### config.mk
export PLATFORM = sky130hd
export DESIGN_NAME = mandelbrot_escape_time_pixel
export DESIGN_NICKNAME = d
export VERILOG_FILES = /design/src/mandel_pkg.sv /design/src/mandel_div.sv /design/src/mandelbrot_escape_time_pixel.sv
export SDC_FILE = /design/constraint.sdc
export NUM_CORES = 2
export LEC_CHECK = 0
export BUFFER_PORTS_ARGS = -buffer_cell sky130_fd_sc_hd__buf_2
export CAP_MARGIN = 20
export CORE_MARGIN = 5
export CORE_UTILIZATION = 60
export DETAILED_ROUTE_END_ITERATION = 6
export PLACE_DENSITY = 0.88
export SYNTH_ARGS = -nofsm -noshare
export SYNTH_HDL_FRONTEND = slang
export SYNTH_SLANG_ARGS = --single-unit
### constraint.sdc
create_clock -name clk -period 10.3 [get_ports clk]
set_input_delay 1.03 -clock clk [delete_from_list [all_inputs] [get_ports clk]]
set_output_delay 1.03 -clock clk [all_outputs]
set_load 0.01 [all_outputs]
### src/mandel_pkg.sv
// shared constants, types and helper functions for the escape-time pixel block
// no dependencies; imported by mandel_div, mandelbrot_escape_time_pixel and tb_top
`default_nettype none

package mandel_pkg;

    localparam int COORD_BITS = 32;
    localparam int FRAC_BITS  = 28;
    localparam int MAX_DIM    = 4096;
    localparam int DIM_BITS   = $clog2(MAX_DIM) + 1;
    localparam int POS_BITS   = 12;
    localparam int COUNT_BITS = 8;
    localparam int IDX_BITS   = 3;

    // magnitude of span times position, and the signed quotient
    localparam int MAG_BITS   = COORD_BITS + POS_BITS;
    localparam int QUOT_BITS  = MAG_BITS + 1;
    localparam int WIDE_BITS  = MAG_BITS + 4;
    localparam int CNT_BITS   = $clog2(MAG_BITS + 1);

    // shared multiplier operands and scaled products
    localparam int OP_BITS    = COORD_BITS + 1;
    localparam int PROD_BITS  = 2 * OP_BITS;
    localparam int SQ_BITS    = 2 * COORD_BITS - FRAC_BITS;
    localparam int XP_BITS    = SQ_BITS + 1;

    typedef logic [IDX_BITS-1:0] cfg_idx_t;

    localparam cfg_idx_t REG_X_START  = 3'd0;
    localparam cfg_idx_t REG_Y_START  = 3'd1;
    localparam cfg_idx_t REG_X_END    = 3'd2;
    localparam cfg_idx_t REG_Y_END    = 3'd3;
    localparam cfg_idx_t REG_WIDTH    = 3'd4;
    localparam cfg_idx_t REG_HEIGHT   = 3'd5;
    localparam cfg_idx_t REG_LIMIT    = 3'd6;

    localparam logic signed [COORD_BITS-1:0] X_START_RST = 32'shE000_0000;
    localparam logic signed [COORD_BITS-1:0] Y_START_RST = 32'shE800_0000;
    localparam logic signed [COORD_BITS-1:0] X_END_RST   = 32'sh1000_0000;
    localparam logic signed [COORD_BITS-1:0] Y_END_RST   = 32'sh1800_0000;
    localparam logic [DIM_BITS-1:0]          DIM_RST     = 13'd1024;
    localparam logic [COUNT_BITS-1:0]        LIMIT_RST   = 8'd255;

    // escape threshold, 4.0 in the squared-magnitude scale
    localparam logic [SQ_BITS:0] ESC_LIMIT = (SQ_BITS + 1)'(4) << FRAC_BITS;

    localparam logic signed [WIDE_BITS-1:0] COORD_MAX_W =
        {{(WIDE_BITS - COORD_BITS + 1){1'b0}}, {(COORD_BITS - 1){1'b1}}};
    localparam logic signed [WIDE_BITS-1:0] COORD_MIN_W =
        {{(WIDE_BITS - COORD_BITS + 1){1'b1}}, {(COORD_BITS - 1){1'b0}}};

    typedef enum logic [3:0] {
        S_IDLE,
        S_PROD_RE,
        S_DIV_RE,
        S_PROD_IM,
        S_DIV_IM,
        S_MUL_RR,
        S_MUL_II,
        S_MUL_RI,
        S_UPDATE,
        S_DONE
    } state_t;

    typedef struct packed {
        logic busy;
        logic done;
    } div_stat_t;

    function automatic logic [DIM_BITS-1:0] clamp_dim(input logic [DIM_BITS-1:0] d);
        if (d == '0)
            clamp_dim = DIM_BITS'(1);
        else if (d > DIM_BITS'(MAX_DIM))
            clamp_dim = DIM_BITS'(MAX_DIM);
        else
            clamp_dim = d;
    endfunction

    function automatic logic signed [COORD_BITS-1:0] sat_coord(
        input logic signed [WIDE_BITS-1:0] v
    );
        if (v > COORD_MAX_W)
            sat_coord = COORD_MAX_W[COORD_BITS-1:0];
        else if (v < COORD_MIN_W)
            sat_coord = COORD_MIN_W[COORD_BITS-1:0];
        else
            sat_coord = v[COORD_BITS-1:0];
    endfunction

endpackage

`default_nettype wire

### src/mandel_div.sv
// restoring divider, one quotient bit per cycle, result truncated toward zero
// depends on mandel_pkg for widths and the status struct
`default_nettype none

module mandel_div (
    input  logic                                   clk,
    input  logic                                   rst_n,
    input  logic                                   start,
    input  logic                                   neg,
    input  logic [mandel_pkg::MAG_BITS-1:0]        dividend,
    input  logic [mandel_pkg::DIM_BITS-1:0]        divisor,
    output logic signed [mandel_pkg::QUOT_BITS-1:0] quot,
    output mandel_pkg::div_stat_t                  stat
);
    import mandel_pkg::*;

    logic [MAG_BITS-1:0]        quo_reg, quo_next;
    logic [DIM_BITS-1:0]        rem_reg, rem_next;
    logic [DIM_BITS-1:0]        dsr_reg, dsr_next;
    logic [CNT_BITS-1:0]        cnt_reg, cnt_next;
    logic                       neg_reg, neg_next;
    logic                       busy_reg, busy_next;
    logic                       done_reg, done_next;
    logic signed [QUOT_BITS-1:0] quot_reg, quot_next;

    logic [DIM_BITS:0]   partial;
    logic [DIM_BITS:0]   diff;
    logic                ge;
    logic [MAG_BITS-1:0] quo_shift;
    logic [QUOT_BITS-1:0] quo_ext;

    assign partial   = {rem_reg, quo_reg[MAG_BITS-1]};
    assign ge        = partial >= {1'b0, dsr_reg};
    assign diff      = partial - {1'b0, dsr_reg};
    assign quo_shift = {quo_reg[MAG_BITS-2:0], ge};
    assign quo_ext   = {1'b0, quo_shift};

    always_comb
    begin
        quo_next  = quo_reg;
        rem_next  = rem_reg;
        dsr_next  = dsr_reg;
        cnt_next  = cnt_reg;
        neg_next  = neg_reg;
        busy_next = busy_reg;
        done_next = 1'b0;
        quot_next = quot_reg;
        if (start)
        begin
            quo_next  = dividend;
            rem_next  = '0;
            dsr_next  = divisor;
            neg_next  = neg;
            cnt_next  = CNT_BITS'(MAG_BITS);
            busy_next = 1'b1;
        end
        else if (busy_reg)
        begin
            quo_next = quo_shift;
            rem_next = ge ? diff[DIM_BITS-1:0] : partial[DIM_BITS-1:0];
            cnt_next = cnt_reg - CNT_BITS'(1);
            if (cnt_reg == CNT_BITS'(1))
            begin
                busy_next = 1'b0;
                done_next = 1'b1;
                quot_next = neg_reg ? -$signed(quo_ext) : $signed(quo_ext);
            end
        end
    end

    always_ff @(posedge clk or negedge rst_n)
    begin
        if (!rst_n)
        begin
            cnt_reg  <= '0;
            busy_reg <= 1'b0;
            done_reg <= 1'b0;
        end
        else
        begin
            cnt_reg  <= cnt_next;
            busy_reg <= busy_next;
            done_reg <= done_next;
        end
    end

    always_ff @(posedge clk)
    begin
        quo_reg  <= quo_next;
        rem_reg  <= rem_next;
        dsr_reg  <= dsr_next;
        neg_reg  <= neg_next;
        quot_reg <= quot_next;
    end

    assign quot      = quot_reg;
    assign stat.busy = busy_reg;
    assign stat.done = done_reg;

endmodule

`default_nettype wire

### src/mandelbrot_escape_time_pixel.sv
// escape-time evaluator for one pixel: window mapping, then z = z*z + c iteration
// depends on mandel_pkg and mandel_div
// coordinate mapping: two 44-step divisions on the shared divider, then each iteration
// forms the squares and the cross product on the shared 33x33 multiplier and updates z;
// the count goes to the output beat register; a new pixel is taken only when idle
// reset: window -2.0..1.0 by -1.5..1.5, 1024 x 1024 pixels, limit 255; block idle
`default_nettype none

module mandelbrot_escape_time_pixel (
    input  logic                                clk,
    input  logic                                rst_n,
    input  logic                                in_valid,
    output logic                                in_ready,
    input  logic [11:0]                         pixel_column,
    input  logic [11:0]                         pixel_row,
    output logic                                out_valid,
    input  logic                                out_ready,
    output logic [7:0]                          escape_count,
    input  logic                                cfg_valid,
    output logic                                cfg_ready,
    input  logic [mandel_pkg::IDX_BITS-1:0]     cfg_index,
    input  logic [31:0]                         cfg_data
);
    import mandel_pkg::*;

    state_t state_reg, state_next;

    logic signed [COORD_BITS-1:0] x_start_reg, x_start_next;
    logic signed [COORD_BITS-1:0] y_start_reg, y_start_next;
    logic signed [COORD_BITS-1:0] x_end_reg, x_end_next;
    logic signed [COORD_BITS-1:0] y_end_reg, y_end_next;
    logic [DIM_BITS-1:0]          width_reg, width_next;
    logic [DIM_BITS-1:0]          height_reg, height_next;
    logic [COUNT_BITS-1:0]        limit_cfg_reg, limit_cfg_next;

    logic [POS_BITS-1:0]          col_reg, col_next;
    logic [POS_BITS-1:0]          row_reg, row_next;
    logic [COUNT_BITS-1:0]        limit_reg, limit_next;
    logic [MAG_BITS-1:0]          mag_reg, mag_next;
    logic                         neg_reg, neg_next;
    logic signed [COORD_BITS-1:0] cr_reg, cr_next;
    logic signed [COORD_BITS-1:0] ci_reg, ci_next;
    logic signed [COORD_BITS-1:0] zr_reg, zr_next;
    logic signed [COORD_BITS-1:0] zi_reg, zi_next;
    logic signed [SQ_BITS-1:0]    r2_reg, r2_next;
    logic signed [SQ_BITS-1:0]    i2_reg, i2_next;
    logic signed [XP_BITS-1:0]    xp_reg, xp_next;
    logic [COUNT_BITS-1:0]        iter_reg, iter_next;
    logic                         out_valid_reg, out_valid_next;
    logic [COUNT_BITS-1:0]        count_out_reg, count_out_next;

    logic                          in_accept;
    logic                          div_start;
    logic                          out_load;
    logic signed [OP_BITS-1:0]     op_a, op_b;
    logic signed [PROD_BITS-1:0]   prod;
    logic [PROD_BITS-1:0]          prod_neg;
    logic [DIM_BITS-1:0]           div_dim;
    logic signed [QUOT_BITS-1:0]   quot;
    div_stat_t                     div_stat;
    logic signed [COORD_BITS-1:0]  map_base;
    logic signed [COORD_BITS-1:0]  coord_map;
    logic [SQ_BITS:0]              sq_sum;
    logic                          escaped;
    logic                          iter_last;
    logic signed [WIDE_BITS-1:0]   zr_sum, zi_sum;

    // shared multiplier
    assign prod     = op_a * op_b;
    assign prod_neg = -prod;

    assign div_dim = clamp_dim((state_reg == S_DIV_RE) ? width_reg : height_reg);

    mandel_div u_div (
        .clk      (clk),
        .rst_n    (rst_n),
        .start    (div_start),
        .neg      (neg_reg),
        .dividend (mag_reg),
        .divisor  (div_dim),
        .quot     (quot),
        .stat     (div_stat)
    );

    assign map_base  = (state_reg == S_DIV_RE) ? x_start_reg : y_start_reg;
    assign coord_map = sat_coord(WIDE_BITS'(map_base) + WIDE_BITS'(quot));

    assign sq_sum    = {1'b0, r2_reg} + {1'b0, i2_reg};
    assign escaped   = sq_sum > ESC_LIMIT;
    assign iter_last = (iter_reg + COUNT_BITS'(1)) == limit_reg;
    assign zi_sum    = WIDE_BITS'(xp_reg) + WIDE_BITS'(ci_reg);
    assign zr_sum    = WIDE_BITS'(r2_reg) - WIDE_BITS'(i2_reg) + WIDE_BITS'(cr_reg);

    // next state
    always_comb
    begin
        state_next = state_reg;
        unique case (state_reg)
            S_IDLE:    if (in_valid) state_next = S_PROD_RE;
            S_PROD_RE: state_next = S_DIV_RE;
            S_DIV_RE:  if (div_stat.done) state_next = S_PROD_IM;
            S_PROD_IM: state_next = S_DIV_IM;
            S_DIV_IM:  if (div_stat.done) state_next = S_MUL_RR;
            S_MUL_RR:  state_next = S_MUL_II;
            S_MUL_II:  state_next = S_MUL_RI;
            S_MUL_RI:  state_next = escaped ? S_DONE : S_UPDATE;
            S_UPDATE:  state_next = iter_last ? S_DONE : S_MUL_RR;
            S_DONE:    if (!out_valid_reg || out_ready) state_next = S_IDLE;
            default:   state_next = S_IDLE;
        endcase
    end

    // outputs of the sequencer
    always_comb
    begin
        in_ready  = 1'b0;
        div_start = 1'b0;
        out_load  = 1'b0;
        op_a      = {zr_reg[COORD_BITS-1], zr_reg};
        op_b      = {zi_reg[COORD_BITS-1], zi_reg};
        unique case (state_reg)
            S_IDLE:
                in_ready = 1'b1;
            S_PROD_RE:
            begin
                op_a = {x_end_reg[COORD_BITS-1], x_end_reg}
                     - {x_start_reg[COORD_BITS-1], x_start_reg};
                op_b = OP_BITS'(col_reg);
            end
            S_PROD_IM:
            begin
                op_a = {y_end_reg[COORD_BITS-1], y_end_reg}
                     - {y_start_reg[COORD_BITS-1], y_start_reg};
                op_b = OP_BITS'(row_reg);
            end
            S_DIV_RE, S_DIV_IM:
                div_start = !div_stat.busy && !div_stat.done;
            S_MUL_RR:
                op_b = {zr_reg[COORD_BITS-1], zr_reg};
            S_MUL_II:
                op_a = {zi_reg[COORD_BITS-1], zi_reg};
            S_MUL_RI, S_UPDATE:
                ;
            S_DONE:
                out_load = !out_valid_reg || out_ready;
            default:
                ;
        endcase
    end

    assign in_accept = in_valid && in_ready;

    // datapath
    always_comb
    begin
        col_next       = col_reg;
        row_next       = row_reg;
        limit_next     = limit_reg;
        mag_next       = mag_reg;
        neg_next       = neg_reg;
        cr_next        = cr_reg;
        ci_next        = ci_reg;
        zr_next        = zr_reg;
        zi_next        = zi_reg;
        r2_next        = r2_reg;
        i2_next        = i2_reg;
        xp_next        = xp_reg;
        iter_next      = iter_reg;
        out_valid_next = out_valid_reg;
        count_out_next = count_out_reg;

        if (in_accept)
        begin
            col_next   = pixel_column;
            row_next   = pixel_row;
            limit_next = (limit_cfg_reg == '0) ? COUNT_BITS'(1) : limit_cfg_reg;
        end
        if (state_reg == S_PROD_RE || state_reg == S_PROD_IM)
        begin
            neg_next = prod[PROD_BITS-1];
            mag_next = prod[PROD_BITS-1] ? prod_neg[MAG_BITS-1:0] : prod[MAG_BITS-1:0];
        end
        if (state_reg == S_DIV_RE && div_stat.done)
            cr_next = coord_map;
        if (state_reg == S_DIV_IM && div_stat.done)
        begin
            ci_next   = coord_map;
            zr_next   = cr_reg;
            zi_next   = coord_map;
            iter_next = '0;
        end
        if (state_reg == S_MUL_RR)
            r2_next = prod[2*COORD_BITS-1:FRAC_BITS];
        if (state_reg == S_MUL_II)
            i2_next = prod[2*COORD_BITS-1:FRAC_BITS];
        if (state_reg == S_MUL_RI)
            xp_next = prod[2*COORD_BITS-1:FRAC_BITS-1];
        if (state_reg == S_UPDATE)
        begin
            zr_next   = sat_coord(zr_sum);
            zi_next   = sat_coord(zi_sum);
            iter_next = iter_reg + COUNT_BITS'(1);
        end

        // output beat register
        if (out_load)
        begin
            out_valid_next = 1'b1;
            count_out_next = iter_reg;
        end
        else if (out_ready)
            out_valid_next = 1'b0;
    end

    // configuration registers
    assign cfg_ready = 1'b1;

    always_comb
    begin
        x_start_next   = x_start_reg;
        y_start_next   = y_start_reg;
        x_end_next     = x_end_reg;
        y_end_next     = y_end_reg;
        width_next     = width_reg;
        height_next    = height_reg;
        limit_cfg_next = limit_cfg_reg;
        if (cfg_valid && cfg_ready)
        begin
            unique case (cfg_index)
                REG_X_START: x_start_next   = cfg_data;
                REG_Y_START: y_start_next   = cfg_data;
                REG_X_END:   x_end_next     = cfg_data;
                REG_Y_END:   y_end_next     = cfg_data;
                REG_WIDTH:   width_next     = cfg_data[DIM_BITS-1:0];
                REG_HEIGHT:  height_next    = cfg_data[DIM_BITS-1:0];
                REG_LIMIT:   limit_cfg_next = cfg_data[COUNT_BITS-1:0];
                default:     ;
            endcase
        end
    end

    always_ff @(posedge clk or negedge rst_n)
    begin
        if (!rst_n)
        begin
            state_reg     <= S_IDLE;
            out_valid_reg <= 1'b0;
            x_start_reg   <= X_START_RST;
            y_start_reg   <= Y_START_RST;
            x_end_reg     <= X_END_RST;
            y_end_reg     <= Y_END_RST;
            width_reg     <= DIM_RST;
            height_reg    <= DIM_RST;
            limit_cfg_reg <= LIMIT_RST;
            limit_reg     <= LIMIT_RST;
            iter_reg      <= '0;
        end
        else
        begin
            state_reg     <= state_next;
            out_valid_reg <= out_valid_next;
            x_start_reg   <= x_start_next;
            y_start_reg   <= y_start_next;
            x_end_reg     <= x_end_next;
            y_end_reg     <= y_end_next;
            width_reg     <= width_next;
            height_reg    <= height_next;
            limit_cfg_reg <= limit_cfg_next;
            limit_reg     <= limit_next;
            iter_reg      <= iter_next;
        end
    end

    always_ff @(posedge clk)
    begin
        col_reg       <= col_next;
        row_reg       <= row_next;
        mag_reg       <= mag_next;
        neg_reg       <= neg_next;
        cr_reg        <= cr_next;
        ci_reg        <= ci_next;
        zr_reg        <= zr_next;
        zi_reg        <= zi_next;
        r2_reg        <= r2_next;
        i2_reg        <= i2_next;
        xp_reg        <= xp_next;
        count_out_reg <= count_out_next;
    end

    assign out_valid    = out_valid_reg;
    assign escape_count = count_out_reg;

    // checks
    a_div_done_in_map: assert property (@(posedge clk) disable iff (!rst_n)
        div_stat.done |-> (state_reg == S_DIV_RE || state_reg == S_DIV_IM))
        else $error("divider finished outside coordinate mapping");

    a_iter_below_limit: assert property (@(posedge clk) disable iff (!rst_n)
        (state_reg == S_MUL_RR) |-> (iter_reg < limit_reg))
        else $error("iteration count reached limit while still iterating");

    a_done_count_bound: assert property (@(posedge clk) disable iff (!rst_n)
        (state_reg == S_DONE) |-> (iter_reg <= limit_reg))
        else $error("escape count beyond iteration limit");

    a_done_holds: assert property (@(posedge clk) disable iff (!rst_n)
        (state_reg == S_DONE && out_valid_reg && !out_ready) |=> (state_reg == S_DONE))
        else $error("result dropped while output beat still pending");

endmodule

`default_nettype wire

Word-level counts from Yosys, hierarchy flattened
Cells that the tools add are included. Widths: inputs -> output; s select.

Output and inout port bits: 11. Bits in read-only memories: 0. Bits in latches: 0. RAM bits: 0. Word-level logic and storage cells: 147. Bits of input ports: 64. Memories kept: 0. Register bits: 621.

Multiply operators: 1. Bitwise logic cells: 1. Shifts and indexed selects: 0. Order comparisons: 9. Reductions and logical operators: 27. Equal/unequal tests: 21. Add/sub/neg operators: 12. Divide/modulo/power cells: 0. Muxes and demuxes: 43.

Operator list (number): $mux 32 (11); $pmux 33 s3 (2); $mux 44 (4); $add 37x32->38 (2); $gt 38x32->1 const B (2); $lt 38x32->1 const B (2); $mul 33x33->66 (1); $sub 32x32->33 (2); $add 32x45->46 (1); $gt 46x32->1 const B (1); $lt 46x32->1 const B (1); $neg 44->45 (1); $neg 44->44 (1); $pmux 4 s10 (1); $mux 13 (3); $add 36x36->37 (1); $gt 37x31->1 const B (1); $sub 36x36->37 (1); $mux 8 (3); $mux 4 (5); $eq 4x3->1 const B (4); $ge 14x13->1 (1); $reduce_and 2->1 (7); $gt 13x13->1 const B (1); 27 further kinds (55).

Depth between registers and ports, before layout
Depth after elaboration: 8. Mapped depth: 48. Depth with buffers taken out: 45.

By module
Synthesis repeated with hierarchy kept, for this count alone.

Cell total of the unflattened synthesis: 8183. Area, all modules: 77351.7 sq um.

By module, submodules not included: mandelbrot_escape_time_pixel (cells each 7715, seq. area each 14043.5 sq um, instances 1, area an instance 71244.6 sq um); mandel_div (cells each 468, seq. area each 3553.4 sq um, instances 1, area an instance 6107.1 sq um).

Worst setup path before layout
Ideal clock, no wire load.

Path type: reg-to-reg. Start point: reg x_end_reg[0]. End point: reg mag_reg[27], data pin. Period minus slack after synthesis: 11.417 ns. Path slack: -1.117 ns. Cell stages (with the launch flop): 43. Library setup time: 0.270 ns. Buffers on the path: 2. Arrival: 11.146 ns. Required time: 10.030 ns. Cells stage by stage: dfrtp_1 inv_1 ha_1 inv_1 fa_1 a21o_1 a21o_1 a2111oi_0 o211a_1 o21ai_1 a31oi_1 o21a_1 o21ai_0 a31o_2 o211ai_1 and2_0 clkbuf_1 nand2_1 (+7 left out) inv_1 fa_1 fa_1 fa_1 inv_1 fa_1 ha_1 and2_1 o21ai_0 nor4b_1 inv_1 o211ai_1 o21bai_1 a221oi_1 xnor2_1 clkbuf_1 nor2_1 xor2_1.

Longest elaborated chain between the ends: 5.

Ends and longest elaborated chain: start: declaration (RTL line mandelbrot_escape_time_pixel.sv:30) `logic signed [COORD_BITS-1:0] x_end_reg, x_end_next;`; start signal: assignment (RTL line mandelbrot_escape_time_pixel.sv:264) `x_end_reg <= x_end_next;`; $sub 32x32->33 (*) (RTL line mandelbrot_escape_time_pixel.sv:127) `- {x_start_reg[COORD_BITS-1], x_start_reg};`; $pmux 33 s3 (*) (RTL line mandelbrot_escape_time_pixel.sv:121) `unique case (state_reg)`; $mul 33x33->66 (*) (RTL line mandelbrot_escape_time_pixel.sv:69) `assign prod = op_a * op_b;`; $neg 44->44 (RTL line mandelbrot_escape_time_pixel.sv:70) `assign prod_neg = -prod;`; $mux 44 (*) (RTL line mandelbrot_escape_time_pixel.sv:181) `mag_next = prod[PROD_BITS-1] ? prod_neg[MAG_BITS-1:0] : prod[MAG_BITS-1:0];`; end signal: assignment (RTL line mandelbrot_escape_time_pixel.sv:278) `mag_reg <= mag_next;`; end: declaration (RTL line mandelbrot_escape_time_pixel.sv:39) `logic [MAG_BITS-1:0] mag_reg, mag_next;`.

Mark *: on every way between the ends. The rest lies on a longest branch, timed or not. A chain may end at the register's enable or synchronous reset.

Worst setup path in the final report
Start point: reg x_start_reg[1]. End point: reg mag_reg[26], data pin.

Longest elaborated chain between the ends: 5.

Ends and longest elaborated chain: start: declaration (RTL line mandelbrot_escape_time_pixel.sv:28) `logic signed [COORD_BITS-1:0] x_start_reg, x_start_next;`; start signal: assignment (RTL line mandelbrot_escape_time_pixel.sv:262) `x_start_reg <= x_start_next;`; $sub 32x32->33 (*) (RTL line mandelbrot_escape_time_pixel.sv:127); $pmux 33 s3 (*) (RTL line mandelbrot_escape_time_pixel.sv:121); $mul 33x33->66 (*) (RTL line mandelbrot_escape_time_pixel.sv:69); $neg 44->44 (RTL line mandelbrot_escape_time_pixel.sv:70); $mux 44 (*) (RTL line mandelbrot_escape_time_pixel.sv:181).

Marked as above.

==> run_summary.xml <==
<?xml version="1.0" encoding="UTF-8"?>
<metrics>
  <group name="routing">
    <metric name="ant_nets" unit="">0</metric>
    <metric name="drt_pass1_iterations" unit="">7</metric>
    <metric name="initialDrtViolationCount" unit="">8704</metric>
    <metric name="route.detailed.wl_per_inst" unit="um">27.1</metric>
    <metric name="via_per_inst" unit="">6.33</metric>
    <metric name="num_vias" unit="">67500</metric>
    <metric name="drt_drc_violations_left" unit="">2</metric>
    <metric name="drt-total-wl" unit="mm">288</metric>
  </group>
  <group name="timing">
    <metric name="max_clock_freq" unit="MHz">85.5</metric>
    <metric name="number_of_setup_violations_in_the_final_report" unit="">129</metric>
    <metric name="finalWorstSetupSlack" unit="ns">-1.39</metric>
    <metric name="grt_setup_unrepaired" unit="">true</metric>
    <metric name="hold_viol" unit="">0</metric>
    <metric name="fin_setup_tns" unit="ns">-92.65</metric>
    <metric name="final_min_period_over_clock_period" unit="">1.14</metric>
    <metric name="finalCriticalPeriod" unit="ns">11.69</metric>
    <metric name="skew" unit="ns">0.0387</metric>
    <metric name="final-max-slew-violation-count" unit="">0</metric>
    <metric name="worst_pin_slew" unit="ns">1.12</metric>
    <metric name="worst_slew_margin_rel" unit="">0.235</metric>
  </group>
  <group name="die">
    <metric name="core_region_area" unit="um^2">128000</metric>
    <metric name="width_of_the_die" unit="um">368</metric>
    <metric name="floorplan.die.height" unit="um">368</metric>
    <metric name="floorplan.initialDensity" unit="">0.603</metric>
    <metric name="full_die_area" unit="um^2">136000</metric>
    <metric name="ios" unit="">75</metric>
    <metric name="fp-row-count" unit="">131</metric>
  </group>
  <group name="synthesis">
    <metric name="count_of_flip_flops_with_a_built_in_enable_after_synthesis" unit="">417</metric>
    <metric name="netlist_area" unit="um^2">77000</metric>
    <metric name="yosysWarnings" unit="">0</metric>
    <metric name="ys_async_rst_share" unit="">0.308</metric>
    <metric name="dominantRegCellSynth" unit="">edfxtp_1</metric>
    <metric name="synth-seq-cells" unit="">621</metric>
    <metric name="netlist_instances" unit="">8137</metric>
    <metric name="yosysUniqueCellTypes" unit="">95</metric>
    <metric name="syn-mean-instance-area" unit="um^2">9.46</metric>
    <metric name="synth_sequential_area_ratio" unit="">0.229</metric>
    <metric name="synth_fp_nets" unit="">9843</metric>
  </group>
  <group name="placement">
    <metric name="dpl_worst_slack" unit="ns">-1.40</metric>
    <metric name="dpl_wire_length" unit="mm">224</metric>
    <metric name="placedInstanceArea" unit="um^2">86400</metric>
    <metric name="port_buffers" unit="">73</metric>
    <metric name="place_congestion" unit="">1.05</metric>
  </group>
  <group name="clock_tree">
    <metric name="h-tree-depth" unit="">2</metric>
    <metric name="cts_inserted_buffers" unit="">57</metric>
    <metric name="clkLatencyLatePin" unit="ns">0.68</metric>
    <metric name="clock-sinks" unit="">621</metric>
    <metric name="clock_buffer_depth" unit="">3</metric>
    <metric name="worst_setup_hold_path_clk_slew" unit="ns">0.08</metric>
    <metric name="cts_root_buffer" unit="">clkbuf_16</metric>
    <metric name="cts_hold_buf" unit="">0</metric>
    <metric name="cts_tree" unit="">done</metric>
  </group>
  <group name="cells_and_area">
    <metric name="mostFrequentLayoutCell" unit="">inv_1</metric>
    <metric name="mostFrequentLayoutCells" unit="">1,426 x inv_1, 1,142 x fa_1, 905 x nand2_1</metric>
    <metric name="final_area" unit="um^2">91800</metric>
    <metric name="flip_flop_count_of_the_largest_register_after_layout" unit="">45</metric>
    <metric name="fin_nets" unit="">10600</metric>
    <metric name="final_layout_size_suffix_gt1_frac" unit="">0.202</metric>
    <metric name="area_growth" unit="%">19.3</metric>
  </group>
  <group name="global_routing">
    <metric name="grt-busiest-layer" unit="">met2</metric>
    <metric name="globalRoute.totalOverflow" unit="">0</metric>
    <metric name="grt_use_met1" unit="">0.514</metric>
    <metric name="vias_in_the_first_global_route" unit="">70100</metric>
    <metric name="grt_first_pass_wirelength" unit="mm">423</metric>
    <metric name="use_met3" unit="">0.128</metric>
    <metric name="global_route.usage.total" unit="">0.417</metric>
    <metric name="grt.met2_usage" unit="">0.634</metric>
    <metric name="initial_antenna_violation_count" unit="">13</metric>
    <metric name="grt_start_max_net_pins" unit="">115</metric>
  </group>
  <group name="critical_path">
    <metric name="cp.arrival" unit="ns">12.12</metric>
    <metric name="reg2reg_from" unit="">x_start_reg[1]</metric>
    <metric name="critical_path_class" unit="">flop to flop</metric>
    <metric name="worst_ep_required_time" unit="ns">10.73</metric>
    <metric name="timing.reg2reg.worst_path_depth" unit="">47</metric>
    <metric name="endpoint_kind" unit="">flop</metric>
    <metric name="critical_path.top_delay_family" unit="">adder cells</metric>
    <metric name="critical-path-top-cell-by-count" unit="">fa_1</metric>
    <metric name="timing.critical_path.from_type" unit="">flop</metric>
    <metric name="path_max_fanout" unit="">7</metric>
    <metric name="critical-path-max-stage-delay" unit="ns">0.62</metric>
    <metric name="worst_r2r_endpoint" unit="">mag_reg[26]</metric>
    <metric name="setup.worst_path.end" unit="">mag_reg[26]</metric>
    <metric name="path_buf_inv" unit="">16</metric>
    <metric name="worst_r2r_setup_slack" unit="ns">-1.39</metric>
    <metric name="cp.depth" unit="">47</metric>
    <metric name="worst_path_max_delay_cell" unit="">fa_2</metric>
    <metric name="critical_path.startpoint" unit="">x_start_reg[1]</metric>
  </group>
  <group name="job">
    <metric name="max_cap_violations" unit="">0</metric>
  </group>
  <group name="worst_hold_path">
    <metric name="worst_hold_path_type" unit="">flop to flop</metric>
  </group>
  <group name="run_status">
    <metric name="outcome" unit="">finished with violations</metric>
    <metric name="violations" unit="">DRC, setup timing</metric>
  </group>
</metrics>
per-layer routing:
metal  share of wire  vias to the layer above
met1            0.34                    33400
met2            0.44                     4871
met3            0.13                     1394
met4           0.091                        8
li1                -                    27800
met5         0.00036                        -
layout make-up:
| cell class | instances | area, um^2 |
|---|---|---|
| multi-input combinational | 5705 | 55000 |
| fill | 8729 | 35700 |
| sequential | 621 | 17600 |
| timing repair buffer | 1072 | 9540 |
| inverter | 1474 | 5570 |
| tap | 1662 | 2080 |
| clock buffer | 77 | 1600 |
| clock inverter | 30 | 410 |
| antenna | 8 | 20.0 |
cell usage after synthesis (41+ instances only):
master / number / share of area
nand2_1: 915 / 0.045
a31oi_1: 41 / 0.0033
nor3_1: 63 / 0.0041
o21a_1: 51 / 0.0050
o21ai_0: 390 / 0.025
or3_1: 41 / 0.0033
nand4_1: 47 / 0.0038
mux2_2: 152 / 0.022
a21o_1: 118 / 0.012
nor2_1: 749 / 0.037
nand3_1: 94 / 0.0061
xor2_1: 106 / 0.012
nand2b_1: 82 / 0.0067
dfrtp_1: 163 / 0.053
a21oi_1: 292 / 0.019
fa_1: 1187 / 0.31
edfxtp_1: 417 / 0.16
and3_1: 46 / 0.0037
a22oi_1: 69 / 0.0067
xnor2_1: 225 / 0.026
inv_1: 1471 / 0.072
clkbuf_1: 315 / 0.015
ha_1: 455 / 0.074
kinds of logic (layout without fill, tap and decap cells):
family	after synthesis	count (layout)	synth area share
buffers and inverters	1811	2653	0.0887
other	1	9	0.0000487
XOR/XNOR	331	331	0.0377
adder cells (fa/ha/maj)	1643	1643	0.383
AO/OA/AOI/OAI	1346	1346	0.113
AND/OR/NAND/NOR	2223	2223	0.126
flip-flops	621	621	0.229
multiplexers	161	161	0.0234
per-stage QoR:
stage          hold slack [ns]  utilization  cells
2_1_floorplan            0.400            -   8137
3_3_place_gp             0.411        0.678  10400
3_5_place_dp             0.406        0.678  10400
4_1_cts                  0.416        0.712  10600
5_1_grt                  0.443        0.720  10600
6_report                 0.461        0.720  10600
worst min-delay path by stage:
| stage | from | endpoint | cells past startpoint |
|---|---|---|---|
| after global placement | neg_reg | u_div.neg_reg | 0 |
| after global routing | neg_reg | u_div.neg_reg | 0 |
| final | neg_reg | u_div.neg_reg | 0 |
| after detailed placement | neg_reg | u_div.neg_reg | 0 |
| after CTS | neg_reg | u_div.neg_reg | 0 |
| after floorplan | neg_reg | u_div.neg_reg | 0 |
timing repair:
item | in CTS | in global routing
cloned | 6 | 1
pin swaps | 202 | 194
endpoints found under the setup margin | 134 | 147
resized for setup | 359 | 185
buffers inserted | 67 | 37
Power is left out: the tool's default activity adds up to more than one toggle a clock period on the data nets, which glitch-free logic cannot reach.
